**config.mk**
```make
export PLATFORM = sky130hd
export DESIGN_NAME = base32_key_text_encoder
export DESIGN_NICKNAME = d
export VERILOG_FILES = /design/src/rtl/b32k_pkg.sv /design/src/rtl/b32k_emitter.sv /design/src/rtl/b32k_out_reg.sv /design/src/rtl/base32_key_text_encoder.sv
export SDC_FILE = /design/constraint.sdc
export NUM_CORES = 1
export LEC_CHECK = 0
export ABC_AREA = 1
export BUFFER_PORTS_ARGS = -buffer_cell sky130_fd_sc_hd__buf_2
export CAP_MARGIN = 25
export CORE_MARGIN = 4
export CORE_UTILIZATION = 40
export CTS_CLUSTER_DIAMETER = 100
export DETAILED_ROUTE_END_ITERATION = 8
export PLACE_DENSITY = 0.6
export SLEW_MARGIN = 30
export SYNTH_ARGS = -nofsm -noshare
export SYNTH_HDL_FRONTEND = slang
export SYNTH_SLANG_ARGS = --single-unit
```
**constraint.sdc**
```tcl
create_clock -name aclk -period 6.97 [get_ports aclk]
set_input_delay 1.394 -clock aclk [delete_from_list [all_inputs] [get_ports aclk]]
set_output_delay 1.394 -clock aclk [all_outputs]
set_load 0.05 [all_outputs]
```
**src/rtl/b32k_pkg.sv**
```systemverilog
`timescale 1ns / 1ps
// ----------------------------------------------------------------------------
// b32k_pkg
// Shared constants, beat type and alphabet lookup for the base-32 key encoder.
// ----------------------------------------------------------------------------
package b32k_pkg;

    localparam int unsigned WORD_W          = 64;
    localparam int unsigned CHAR_W          = 7;
    localparam int unsigned DIGIT_W         = 5;
    localparam int unsigned POS_W           = 6;
    localparam int unsigned PHASE_W         = 3;
    localparam int unsigned DCNT_W          = 5;

    localparam logic [POS_W-1:0]   TEXT_LEN        = 6'd32;
    localparam logic [POS_W-1:0]   LAST_POS        = 6'd33;
    localparam logic [POS_W-1:0]   SUM_LIMIT       = 6'd30;
    localparam logic [PHASE_W-1:0] DASH_PHASE      = 3'd4;
    localparam logic [DCNT_W-1:0]  DIGITS_PER_WORD = 5'd13;
    localparam logic [CHAR_W-1:0]  DASH_CHAR       = 7'd45;

    localparam logic [255:0] ALPHABET = "1GZRSY3PD4J29TLM0XAF5ENB8UVH7CK6";

    typedef struct packed {
        logic [CHAR_W-1:0] text_char;
        logic              last_char;
    } beat_t;

    function automatic logic [CHAR_W-1:0] letter(input logic [DIGIT_W-1:0] digit);
        logic [7:0] base;
        base   = {~digit, 3'b000};
        letter = ALPHABET[base +: CHAR_W];
    endfunction

endpackage

```
**src/rtl/b32k_emitter.sv**
```systemverilog
`timescale 1ns / 1ps
// ----------------------------------------------------------------------------
// b32k_emitter
// Holds one key and walks its 34 text positions, one character per beat,
// keeping the two running check sums.
// ----------------------------------------------------------------------------
module b32k_emitter
    import b32k_pkg::*;
(
    input  logic              aclk,
    input  logic              aresetn,
    input  logic              load,
    input  logic [WORD_W-1:0] key_low_word,
    input  logic [WORD_W-1:0] key_high_word,
    output logic              can_load,
    output logic              beat_valid,
    input  logic              beat_ready,
    output beat_t             beat
);

    logic                busy_reg,  busy_next;
    logic [POS_W-1:0]    pos_reg,   pos_next;
    logic [PHASE_W-1:0]  phase_reg, phase_next;
    logic [DCNT_W-1:0]   dcnt_reg,  dcnt_next;
    logic [WORD_W-1:0]   low_reg,   low_next;
    logic [WORD_W-1:0]   high_reg,  high_next;
    logic [DIGIT_W-1:0]  even_reg,  even_next;
    logic [DIGIT_W-1:0]  odd_reg,   odd_next;

    logic [CHAR_W-1:0]   ch;
    logic                is_dash;
    logic                use_low;
    logic                is_last;
    logic                advance;

    assign is_dash = (phase_reg == DASH_PHASE);
    assign use_low = (dcnt_reg < DIGITS_PER_WORD);
    assign is_last = (pos_reg == LAST_POS);
    assign advance = busy_reg && beat_ready;

    always_comb begin
        if (pos_reg >= TEXT_LEN) begin
            ch = letter(pos_reg[0] ? odd_reg : even_reg);
        end else if (is_dash) begin
            ch = DASH_CHAR;
        end else if (use_low) begin
            ch = letter(low_reg[DIGIT_W-1:0]);
        end else begin
            ch = letter(high_reg[DIGIT_W-1:0]);
        end
    end

    assign beat_valid     = busy_reg;
    assign beat.text_char = ch;
    assign beat.last_char = is_last;
    assign can_load       = !busy_reg || (advance && is_last);

    always_comb begin
        busy_next  = busy_reg;
        pos_next   = pos_reg;
        phase_next = phase_reg;
        dcnt_next  = dcnt_reg;
        low_next   = low_reg;
        high_next  = high_reg;
        even_next  = even_reg;
        odd_next   = odd_reg;
        if (load) begin
            busy_next  = 1'b1;
            pos_next   = '0;
            phase_next = '0;
            dcnt_next  = '0;
            low_next   = key_low_word;
            high_next  = key_high_word;
            even_next  = '0;
            odd_next   = '0;
        end else if (advance) begin
            pos_next   = pos_reg + 6'd1;
            phase_next = is_dash ? '0 : phase_reg + 3'd1;
            if (is_last) begin
                busy_next = 1'b0;
                pos_next  = '0;
            end
            if ((pos_reg < TEXT_LEN) && !is_dash) begin
                dcnt_next = dcnt_reg + 5'd1;
                if (use_low) begin
                    low_next = low_reg >> DIGIT_W;
                end else begin
                    high_next = high_reg >> DIGIT_W;
                end
            end
            if (pos_reg < SUM_LIMIT) begin
                if (pos_reg[0]) begin
                    odd_next = odd_reg + ch[DIGIT_W-1:0];
                end else begin
                    even_next = even_reg + ch[DIGIT_W-1:0];
                end
            end
        end
    end

    always_ff @(posedge aclk) begin
        if (!aresetn) begin
            busy_reg  <= 1'b0;
            pos_reg   <= '0;
            phase_reg <= '0;
            dcnt_reg  <= '0;
            even_reg  <= '0;
            odd_reg   <= '0;
        end else begin
            busy_reg  <= busy_next;
            pos_reg   <= pos_next;
            phase_reg <= phase_next;
            dcnt_reg  <= dcnt_next;
            even_reg  <= even_next;
            odd_reg   <= odd_next;
        end
    end

    always_ff @(posedge aclk) begin
        low_reg  <= low_next;
        high_reg <= high_next;
    end

endmodule

```
**src/rtl/b32k_out_reg.sv**
```systemverilog
`timescale 1ns / 1ps
// ----------------------------------------------------------------------------
// b32k_out_reg
// Output register stage: holds one character beat for the result channel.
// ----------------------------------------------------------------------------
module b32k_out_reg
    import b32k_pkg::*;
(
    input  logic  aclk,
    input  logic  aresetn,
    input  logic  in_valid,
    output logic  in_ready,
    input  beat_t in_beat,
    output logic  out_valid,
    input  logic  out_ready,
    output beat_t out_beat
);

    logic  valid_reg, valid_next;
    beat_t beat_reg,  beat_next;

    assign in_ready  = !valid_reg || out_ready;
    assign out_valid = valid_reg;
    assign out_beat  = beat_reg;

    always_comb begin
        valid_next = valid_reg;
        beat_next  = beat_reg;
        if (in_ready) begin
            valid_next = in_valid;
            beat_next  = in_beat;
        end
    end

    always_ff @(posedge aclk) begin
        if (!aresetn) begin
            valid_reg <= 1'b0;
        end else begin
            valid_reg <= valid_next;
        end
    end

    always_ff @(posedge aclk) begin
        beat_reg <= beat_next;
    end

endmodule

```
**src/rtl/base32_key_text_encoder.sv**
```systemverilog
`timescale 1ns / 1ps
// ----------------------------------------------------------------------------
// base32_key_text_encoder
// Encodes a 128-bit key into a 34-character base-32 text code with dashes
// and two check letters.
//
//   channel | ports                                   | per beat
//   --------+-----------------------------------------+----------------------
//   s_      | s_valid s_ready s_key_low_word          | one 128-bit key
//           | s_key_high_word                         |
//   m_      | m_valid m_ready m_text_char m_last_char | one character
//
// One character per cycle, unless m_ready stalls, leaves the emitter through
// the output register. The next key is taken in the cycle the last character
// of the current one moves out of the emitter, so codes follow without a gap.
// Reset empties the emitter and output register. A stall on m_ready holds the
// current character and the emitter; s_ready drops until the code completes.
// ----------------------------------------------------------------------------
module base32_key_text_encoder
    import b32k_pkg::*;
(
    input  logic              aclk,
    input  logic              aresetn,
    input  logic              s_valid,
    output logic              s_ready,
    input  logic [WORD_W-1:0] s_key_low_word,
    input  logic [WORD_W-1:0] s_key_high_word,
    output logic              m_valid,
    input  logic              m_ready,
    output logic [CHAR_W-1:0] m_text_char,
    output logic              m_last_char
);

    logic  can_load;
    logic  beat_valid;
    logic  beat_ready;
    beat_t beat;
    beat_t out_beat;

    assign s_ready = can_load;

    b32k_emitter u_emitter (
        .aclk          (aclk),
        .aresetn       (aresetn),
        .load          (s_valid && can_load),
        .key_low_word  (s_key_low_word),
        .key_high_word (s_key_high_word),
        .can_load      (can_load),
        .beat_valid    (beat_valid),
        .beat_ready    (beat_ready),
        .beat          (beat)
    );

    b32k_out_reg u_out_reg (
        .aclk      (aclk),
        .aresetn   (aresetn),
        .in_valid  (beat_valid),
        .in_ready  (beat_ready),
        .in_beat   (beat),
        .out_valid (m_valid),
        .out_ready (m_ready),
        .out_beat  (out_beat)
    );

    assign m_text_char = out_beat.text_char;
    assign m_last_char = out_beat.last_char;

endmodule

```
==> results of run 1 <==
[metal layers]
metal	GRT usage	up-vias	part of all wire
li1	-	3297	-
met1	0.217	2814	0.45
met2	0.269	155	0.47
met3	0.0539	21	0.070
met4	0.0431	10	0.0085
met5	0	-	0.0032
[layout make-up]
class,instances,area [um2],area share
sequential,162,4600,0.474
clock inverter,13,136,0.0140
clock buffer,19,433,0.0446
tap,270,338,0.0348
inverter,73,277,0.0285
multi-input combinational,658,3150,0.324
timing repair buffer,148,778,0.0801
[placed cells by master, fill, tap and decap left out, types with 4 or more instances in the layout]
cell / count
a211oi_1: 4
a21oi_1: 30
a31oi_1: 5
buf_2: 141
buf_4: 6
clkbuf_16: 17
clkinv_4: 4
dfxtp_1: 26
edfxtp_1: 136
ha_1: 26
inv_1: 67
inv_2: 5
nand2_1: 425
nand2_2: 10
nand3_1: 27
nand4_1: 5
nor2_1: 45
nor3_1: 4
o21ai_0: 25
o21ai_2: 5
xor2_1: 4
[stage by stage]
| step | worst slack, ps | instance area, um2 |
|---|---|---|
| after floorplan | -345 | 8180 |
| after global placement | 2310 | 9110 |
| after detailed placement | 2320 | 9110 |
| after CTS | 2710 | 9680 |
| after global routing | 2520 | 9710 |
| final | 2700 | 9710 |
[how the worst min path moves through the flow]
stage | start | endpoint | slack, ps | depth (start not counted)
after floorplan | u_emitter.beat_valid | u_out_reg.out_valid | 450 | 2
after global placement | u_emitter.even_reg[0] | u_emitter.even_reg[0] | 480 | 2
after detailed placement | u_emitter.phase_reg[1] | u_emitter.phase_reg[1] | 480 | 2
after CTS | u_emitter.phase_reg[1] | u_emitter.phase_reg[1] | 490 | 2
after global routing | u_emitter.beat_valid | u_out_reg.out_valid | 500 | 2
final | u_emitter.odd_reg[0] | u_emitter.odd_reg[0] | 490 | 2
[cells by family (layout without fill, tap and decap cells)]
logic type	count (synthesis)	in the layout	synth area share
fa+ha+maj	28	28	0.0447
xor+xnor	7	7	0.00750
compound gates	91	91	0.0668
simple gates	532	532	0.262
buf+inv	110	253	0.0561
flops	162	162	0.563
[worst max-delay path, delay by kind of cell]
family,cells,cell delay (ps)
buffers and inverters,4,460
AND/OR/NAND/NOR,4,1020
[power breakdown]
group	leakage [nW]	total, mW	internal [mW]	switching [mW]
Combinational	2.69	0.421	0.137	0.284
Clock	0.274	0.907	0.528	0.379
Sequential	1.56	1.20	1.17	0.0279
==> out/qor.txt, run 1 <==
status: completed
crit end category: output pin
Peak VDD IR: 0.000185 V
fraction of layout cells with a size suffix above 1: 0.193
unrepaired setup endpoints after global routing: false
Net Count, Synth: 1,090
Static Leak: 4.52 nW
Critical Path, Cell by Cell: buf_2 > inv_1 > nand2_1 > nand2_1 > nor2_1 > nor2_1 > inv_1 > buf_2
Final setup viols: 0
WL/cell: 13.8 um
Data required, critical path: 5580 ps
std cell rows: 52
initial antenna violation count: 5
slowest CP cell: nand2_1
Post-DP HPWL: 12,800 um
fillcell total: 2,005
clock buffer count from CTS: 17
Worst setup SP type: input pin
Synth top cells by count: nand2_1 (425), edfxtp_1 (136), inv_1 (68), nor2_1 (46), a21oi_1 (30)
FF-to-FF setup slack: 3250 ps
minimum clock period: 4270 ps
final net count: 1,220
Die Span X: 151 um
crit path capture: s_ready
worst flop-to-flop path startpoint: u_emitter.pos_reg[0]
largest net degree at the start of global routing: 92
post-synthesis cell count: 930
GR Overflow Total: 0
cts-stage hold buffer count: 0
diode count: 0
Root Buffer: clkbuf_16
Syn. warnings: 0
Mapped Area: 8180 um2
post-synthesis async set-or-reset flop share: 0
setup_tns: 0 ps
CTS Sinks: 162
max cap viols: 0
post-route insts no fill: 1,343
placed insts: 1,310
core area: 20,200 um2
max_slew headroom: 0.397
Pins Over Slew Limit: 0
syn_area_per_cell: 8.79 um2
worst skew pair latency: 420 ps
Initial Util: 0.406
Power Density: 260 nW/um2
vias in the first global route: 5,999
period utilization: 0.613
reg2reg end: u_emitter.even_reg[4]
Final Power: 2.53 mW
Crit Path Max Fanout: 15
DR vias: 6,297
Routability Congestion: 0.858
Final Hold Vio Count: 0
Arrival @ worst endpoint: 2880 ps
Iteration-0 DRC Markers: 386
Synth Flop Type: edfxtp_1
Critical Setup Path Class: in -> out
clock buffer depth: 2
Initial DRT Pass Iterations: 4
CTS tree: yes
reg2reg path depth: 19
Critical Path Start: m_ready
hold slack final: 489 ps
clock slew at reported path FFs: 70 ps
Post-synth EDFFs: 136
Chip Height: 151 um
Final ANT Viol Nets: 0
first-pass GRT wire length: 29,700 um
Post-CTS Setup Inserts: 0
via-per-instance ratio: 4.69
Overall Global Routing Usage: 0.166
Die Area: 22,800 um2
top area cells in the synthesized netlist: edfxtp_1 (50%), nand2_1 (20%), dfxtp_1 (6.4%), ha_1 (4.0%), inv_1 (3.1%)
DRC Markers: 0
unique cell type count in the Yosys netlist: 45
WL final: 18,500 um
Slew @ Worst Pin: 905 ps
Max Freq: 234 MHz
critical path's largest stage delay: 450 ps
top cell type's share of synthesized area: 0.499
Yosys reg bits: 162
hold crit path type: reg -> reg
fin util: 0.482
top-count cell post-synth: nand2_1
IO Count: 142
layout overhead on the synthesized area: 18.7%
H-tree Lvls: 4
PortBufs: 141
Post-Route Skew: 14.3 ps
Yosys top cell by area: edfxtp_1
register area share after synthesis: 0.563
post-CTS resize count: 0
No activity file was read; power rests on OpenSTA's default activity.
==> run 2, diff against run 1 <==
clock period = 3.7 ns   (was 6.97 ns; I/O delays follow)
==> run 2 against run 1 <==
  * Die area unchanged
  * Critical path depth up 13
  * Final cell count is 0.37% higher
  * Clock-buffer cell count down 2
  * Clock skew down 3.5 ps
  * Combinational power rose by 90%
  * Via count up 0.86%
  * Sequential cell count unchanged
  * Power up 90%
==> out/qor.txt, run 2 (synthesis gave the netlist of run 1 again) <==
post-CTS resize count: 0 (unchanged)
GR Overflow Total: 0 (unchanged)
diode count: 0 (unchanged)
busiest grt layer: met2
Power Density: 489 nW/um2 (+88%)
initial antenna violation count: 4 (-1)
unrepaired setup endpoints after global routing: false
Pins Over Slew Limit: 0 (unchanged)
clock power share: 0.364 (+0.005)
met2 Use GR: 0.258 (-0.0107)
via-per-instance ratio: 4.71 (+0.48%)
Comb pwr share: 0.167 (about the same)
Initial DRT Pass Iterations: 6 (+2)
Sw Share: 0.296 (+0.0219)
DRC Markers: 0 (unchanged)
hold slack final: 477 ps (-12.0 ps)
H-tree Lvls: 4 (unchanged)
CTS Sinks: 162 (unchanged)
Final setup viols: 0 (unchanged)
Initial Util: 0.406 (unchanged)
WL final: 18,300 um (-1.5%)
Data required, critical path: 4020 ps (-1560 ps)
Final ANT Viol Nets: 0 (unchanged)
Max Freq: 301 MHz
fin util: 0.486 (+0.00478)
Final Hold Vio Count: 0 (unchanged)
Die Area: 22,800 um2 (unchanged)
P_sw: 1.42 mW (+110%)
reg2reg end: u_emitter.even_reg[4]
minimum clock period: 3320 ps
clock buffer depth: 2 (unchanged)
layout overhead on the synthesized area: 19.9%
Post-Route Skew: 10.8 ps (-3.52 ps)
clock slew at reported path FFs: 70 ps (about the same)
worst skew pair latency: 420 ps (about the same)
max cap viols: 0 (unchanged)
crit path capture: u_emitter.even_reg[4]
Root Buffer: clkbuf_16
CTS tree: yes
reg2reg path depth: 21 (+2)
commonest non-fill, non-tap cell in the layout: nand2_1
Post-CTS Setup Inserts: 0 (unchanged)
Arrival @ worst endpoint: 3640 ps (+760 ps)
Iteration-0 DRC Markers: 309 (-20%)
Overall Global Routing Usage: 0.161 (-0.00501)
setup slack at placement: 397 ps (-1920 ps)
first-pass GRT wire length: 29,100 um (-2.1%)
cts-stage hold buffer count: 0 (unchanged)
max_slew headroom: 0.589 (+0.192)
M3 GR Usage: 0.0643 (+0.0105)
DR vias: 6,351 (+0.86%)
met1 Track Usage GR: 0.206 (-0.0110)
Critical Path Start: u_emitter.dcnt_reg[1]
Static Leak: 4.56 nW (+1.0%)
Post-DP HPWL: 12,500 um (-2.4%)
std cell rows: 52 (unchanged)
Internal: 3.38 mW (+84%)
clock buffer count from CTS: 17 (unchanged)
sequential share of power: 0.469 (-0.005)
crit end category: register
Chip Height: 151 um (unchanged)
FF-to-FF setup slack: 380 ps (-2870 ps)
Die Span X: 151 um (unchanged)
vias in the first global route: 6,089 (+1.5%)
Peak VDD IR: 0.000322 V (+74%)
worst flop-to-flop path startpoint: u_emitter.dcnt_reg[1]
Worst setup SP type: register
period utilization: 0.897
Routability Congestion: 0.870 (+1.4%)
most frequent cells in the layout: nand2_1 (425), buf_2 (141), edfxtp_1 (136)
largest net degree at the start of global routing: 119 (+29%)
Final Power: 4.80 mW (+90%)
final net count: 1,225 (+0.41%)
Slew @ Worst Pin: 612 ps (-293 ps)
setup_tns: 0 ps (unchanged)
WL/cell: 13.5 um (-1.9%)
status: completed
fraction of layout cells with a size suffix above 1: 0.201 (+0.00838)
Crit Path Max Fanout: 11 (-4)
core area: 20,200 um2 (unchanged)
PortBufs: 141 (unchanged)
Critical Setup Path Class: reg -> reg
IO Count: 142 (unchanged)
Setup WS post-layout: 381 ps (-2320 ps)
hold crit path type: reg -> reg
[run 2: cell count changes in the layout (fill, tap and decap cells not counted), sizes merged]
cell and delta:
bufinv -2, buf +5, inv +5, clkbuf -2, clkinvlp +1, clkinv -2
[run 2: worst min path at each step]
stage                    startpoint                  end  depth (start not counted)
2_1_floorplan  u_emitter.beat_valid  u_out_reg.out_valid                          2
3_3_place_gp   u_emitter.beat_valid  u_out_reg.out_valid                          2
3_5_place_dp   u_emitter.beat_valid  u_out_reg.out_valid                          2
4_1_cts        u_emitter.beat_valid  u_out_reg.out_valid                          2
5_1_grt        u_emitter.beat_valid  u_out_reg.out_valid                          2
6_report       u_emitter.beat_valid  u_out_reg.out_valid                          2
[run 2: metrics by stage]
step | std cells | instance area [um2]
floorplan | 930 | 8190
detailed placement | 1316 | 9210
finish | 1348 | 9810
CTS | 1348 | 9810
global placement | 1316 | 9210
global route | 1348 | 9810
[run 2: layout make-up]
class	instances	area (um2)
Multi-Input combinational cell	658	3150
Tap cell	270	338
Sequential cell	162	4600
Clock buffer	17	425
Fill cell	1920	10400
Clock inverter	15	173
Timing Repair Buffer	153	846
Inverter	73	277
[run 2: critical path, stage by stage, from the launching register on]
cell      delay [ps]
dfxtp_1          350
inv_1             70
nand2_1          110
nand2_4           80
nand2_4          160
nand2_1           90
nand2_2          130
inv_1            120
ha_1             210
o21ai_0          170
a21oi_1           80
or2_0            200
a32oi_1          360
ha_1             320
inv_1             90
o21bai_1          70
a31oi_1          220
nand3_1          140
nand3_1          100
nand2_1           50
inv_1             50
nor2_1            30
[run 2: power by group through the flow]
stage          registers, mW  logic, mW  clock network [mW]
2_1_floorplan           2.36      0.482                   0
3_3_place_gp            2.29      0.797                   0
4_1_cts                 2.25      0.807                1.80
3_5_place_dp            2.29      0.803                   0
6_report                2.25      0.801                1.75
5_1_grt                 2.27      0.904                1.88
[run 2: metal layers]
layer,vias to the layer above,part of all wire
li1,3304,-
met2,167,0.47
met1,2851,0.44
met3,21,0.083
met4,8,0.0098
met5,-,0.0028
==> run 3, diff against run 2 <==
GPL_TIMING_DRIVEN = 1   (was not set)
MAX_ROUTING_LAYER = met4   (was not set)
SETUP_SLACK_MARGIN = 0.5   (was not set)
==> run 3 against run 2 <==
  * Final cell count increased by 1.5%
  * Worst hold slack improved by 4.7 ps
  * Clock skew increased by 1.0 ps
  * Global-route usage increased by 0.70 points
  * Clock power about the same
  * Sequential cell count unchanged
  * Largest cell class unchanged
  * Largest power group unchanged
  * Highest routed layer is now met4
==> out/qor.txt, run 3 (synthesis gave the netlist of run 1 again) <==
status: completed
Pins Over Slew Limit: 0 (unchanged)
GR Overflow Total: 0 (unchanged)
std cell rows: 52 (unchanged)
DRC Markers: 0 (unchanged)
period utilization: 0.814 (-0.0826)
Chip Height: 151 um (unchanged)
most frequent cells in the layout: nand2_1 (421), buf_2 (141), edfxtp_1 (136)
Final ANT Viol Nets: 0 (unchanged)
reg2reg end: u_emitter.odd_reg[4]
via-per-instance ratio: 4.68 (-0.58%)
largest net degree at the start of global routing: 119 (unchanged)
slowest CP cell: dfxtp_2
M3 GR Usage: 0.0560 (-0.00838)
fraction of layout cells with a size suffix above 1: 0.235 (+0.0333)
H-tree Lvls: 4 (unchanged)
Setup WS post-layout: 687 ps (+306 ps)
Static Leak: 4.64 nW (+1.6%)
IO Count: 142 (unchanged)
Slew @ Worst Pin: 662 ps (+49.7 ps)
fillcell total: 1,922 (+0.10%)
Power Density: 485 nW/um2 (-0.84%)
hold crit path type: reg -> reg
WL final: 18,500 um (+1.4%)
Final Hold Vio Count: 0 (unchanged)
worst skew pair latency: 430 ps (about the same)
clock buffer depth: 2 (unchanged)
PortBufs: 141 (unchanged)
Post-Route Skew: 11.8 ps (+1.02 ps)
vias in the first global route: 6,165 (+1.2%)
minimum clock period: 3010 ps (-306 ps)
met1 Track Usage GR: 0.213 (+0.00724)
WL/cell: 13.5 um (-0.13%)
Post-DP HPWL: 12,600 um (+0.25%)
Crit Path Max Fanout: 6 (-5)
Hold Path End: u_out_reg.out_valid
FF-to-FF setup slack: 690 ps (+310 ps)
Max Freq: 332 MHz (+10%)
Critical Setup Path Class: reg -> reg
max_slew headroom: 0.556 (-0.0334)
Arrival @ worst endpoint: 3380 ps (-260 ps)
met2 Use GR: 0.257 (-0.000893)
Worst setup SP type: register
worst flop-to-flop path startpoint: u_emitter.pos_reg[0]
crit end category: register
unrepaired setup endpoints after global routing: false
most frequent CP cell: inv_1
placed insts: 1,317 (+0.076%)
Die Area: 22,800 um2 (unchanged)
Iteration-0 DRC Markers: 387 (+25%)
Data required, critical path: 4060 ps (+40 ps)
DR vias: 6,408 (+0.90%)
Peak VDD IR: 0.000325 V (+0.95%)
post-route insts no fill: 1,368 (+1.5%)
initial antenna violation count: 6 (+2)
Initial Util: 0.406 (unchanged)
clock buffer count from CTS: 17 (unchanged)
Min-Delay Startpoint: u_emitter.beat_valid
Initial DRT Pass Iterations: 5 (-1)
Die Span X: 151 um (unchanged)
critical path's largest stage delay: 370 ps (about the same)
Critical Path Start: u_emitter.pos_reg[0]
Overall Global Routing Usage: 0.168 (+0.00704)
clock slew at reported path FFs: 70 ps (about the same)
reg2reg path depth: 18 (-14%)
Root Buffer: clkbuf_16
Final setup viols: 0 (unchanged)
first-pass GRT wire length: 29,500 um (+1.5%)
setup slack at placement: 351 ps (-46.3 ps)
CTS tree: yes
commonest non-fill, non-tap cell in the layout: nand2_1
Critical Path, Cell by Cell: inv_2 > or2_0 > o21ai_2 > inv_2 > ha_1 > inv_1 > o21ai_0 > or2_2 > a311oi_2 > a21oi_2 > ha_1 > a31oi_2 > inv_1 > nand2_2 > nand3_1 > nand2_1 > inv_1 > nor2_1
busiest grt layer: met2
Final Power: 4.88 mW (+1.6%)
fin util: 0.498 (+0.0121)
max cap viols: 0 (unchanged)
CTS Sinks: 162 (unchanged)
layout overhead on the synthesized area: 22.9%
core area: 20,200 um2 (unchanged)
hold path cells: 2 (unchanged)
Routability Congestion: 0.889 (+2.2%)
final net count: 1,238 (+1.1%)
run 3: how the worst max path moves through the flow:
| stage | to | slack, ps | cells after the start |
|---|---|---|---|
| 6_report | u_emitter.odd_reg[4] | 690 | 18 |
| 5_1_grt | u_emitter.odd_reg[4] | 480 | 19 |
| 4_1_cts | u_emitter.odd_reg[4] | 500 | 22 |
| 3_5_place_dp | u_emitter.even_reg[4] | 350 | 21 |
| 3_3_place_gp | u_emitter.even_reg[4] | 520 | 21 |
| 2_1_floorplan | u_emitter.high_reg[0] | -30 | 6 |
run 3: layout make-up:
class | count | area [um2] | area share
Antenna cell | 7 | 17.5 | 0.00174
Timing Repair inverter | 1 | 5.00 | 0.000498
Tap cell | 270 | 338 | 0.0336
Sequential cell | 162 | 4610 | 0.458
Clock inverter | 15 | 171 | 0.0171
Multi-Input combinational cell | 659 | 3270 | 0.326
Inverter | 73 | 285 | 0.0284
Clock buffer | 17 | 425 | 0.0423
Timing Repair Buffer | 164 | 928 | 0.0924
run 3: worst max-delay path, delay by kind of cell, from the launching register on:
kind / cells / cell delay, ps
compound gates: 5 / 820
buf+inv: 5 / 350
simple gates: 6 / 790
flops: 1 / 370
fa+ha+maj: 2 / 610
run 3: what timing repair did:
item,4_1_cts,5_1_grt
buffers inserted,1,9
setup endpoints to repair,2,5
pin swaps,2,11
hold buffers,0,0
gates cloned,0,2
gates resized for setup,6,32
run 3: through the flow:
step	hold WS [ps]	cell area, um2	setup TNS, ps
2_1_floorplan	449	8190	-4310
3_3_place_gp	465	9220	0
3_5_place_dp	471	9220	0
4_1_cts	481	9850	0
5_1_grt	504	10000	0
6_report	481	10100	0
run 3: routing by layer:
layer,share of wire,wire (um),vias up
li1,-,-,3344
met1,0.45,8250,2880
met2,0.47,8610,163
met3,0.072,1340,21
met4,0.016,297,0
met5,0,0,-
run 3: power breakdown:
part / internal, mW / leakage, nW / switching, mW / total [mW]
registers: 2.20 / 1.56 / 0.0520 / 2.25
logic: 0.301 / 2.79 / 0.552 / 0.853
clock network: 0.963 / 0.288 / 0.807 / 1.77
total: 3.47 / 4.64 / 1.41 / 4.88
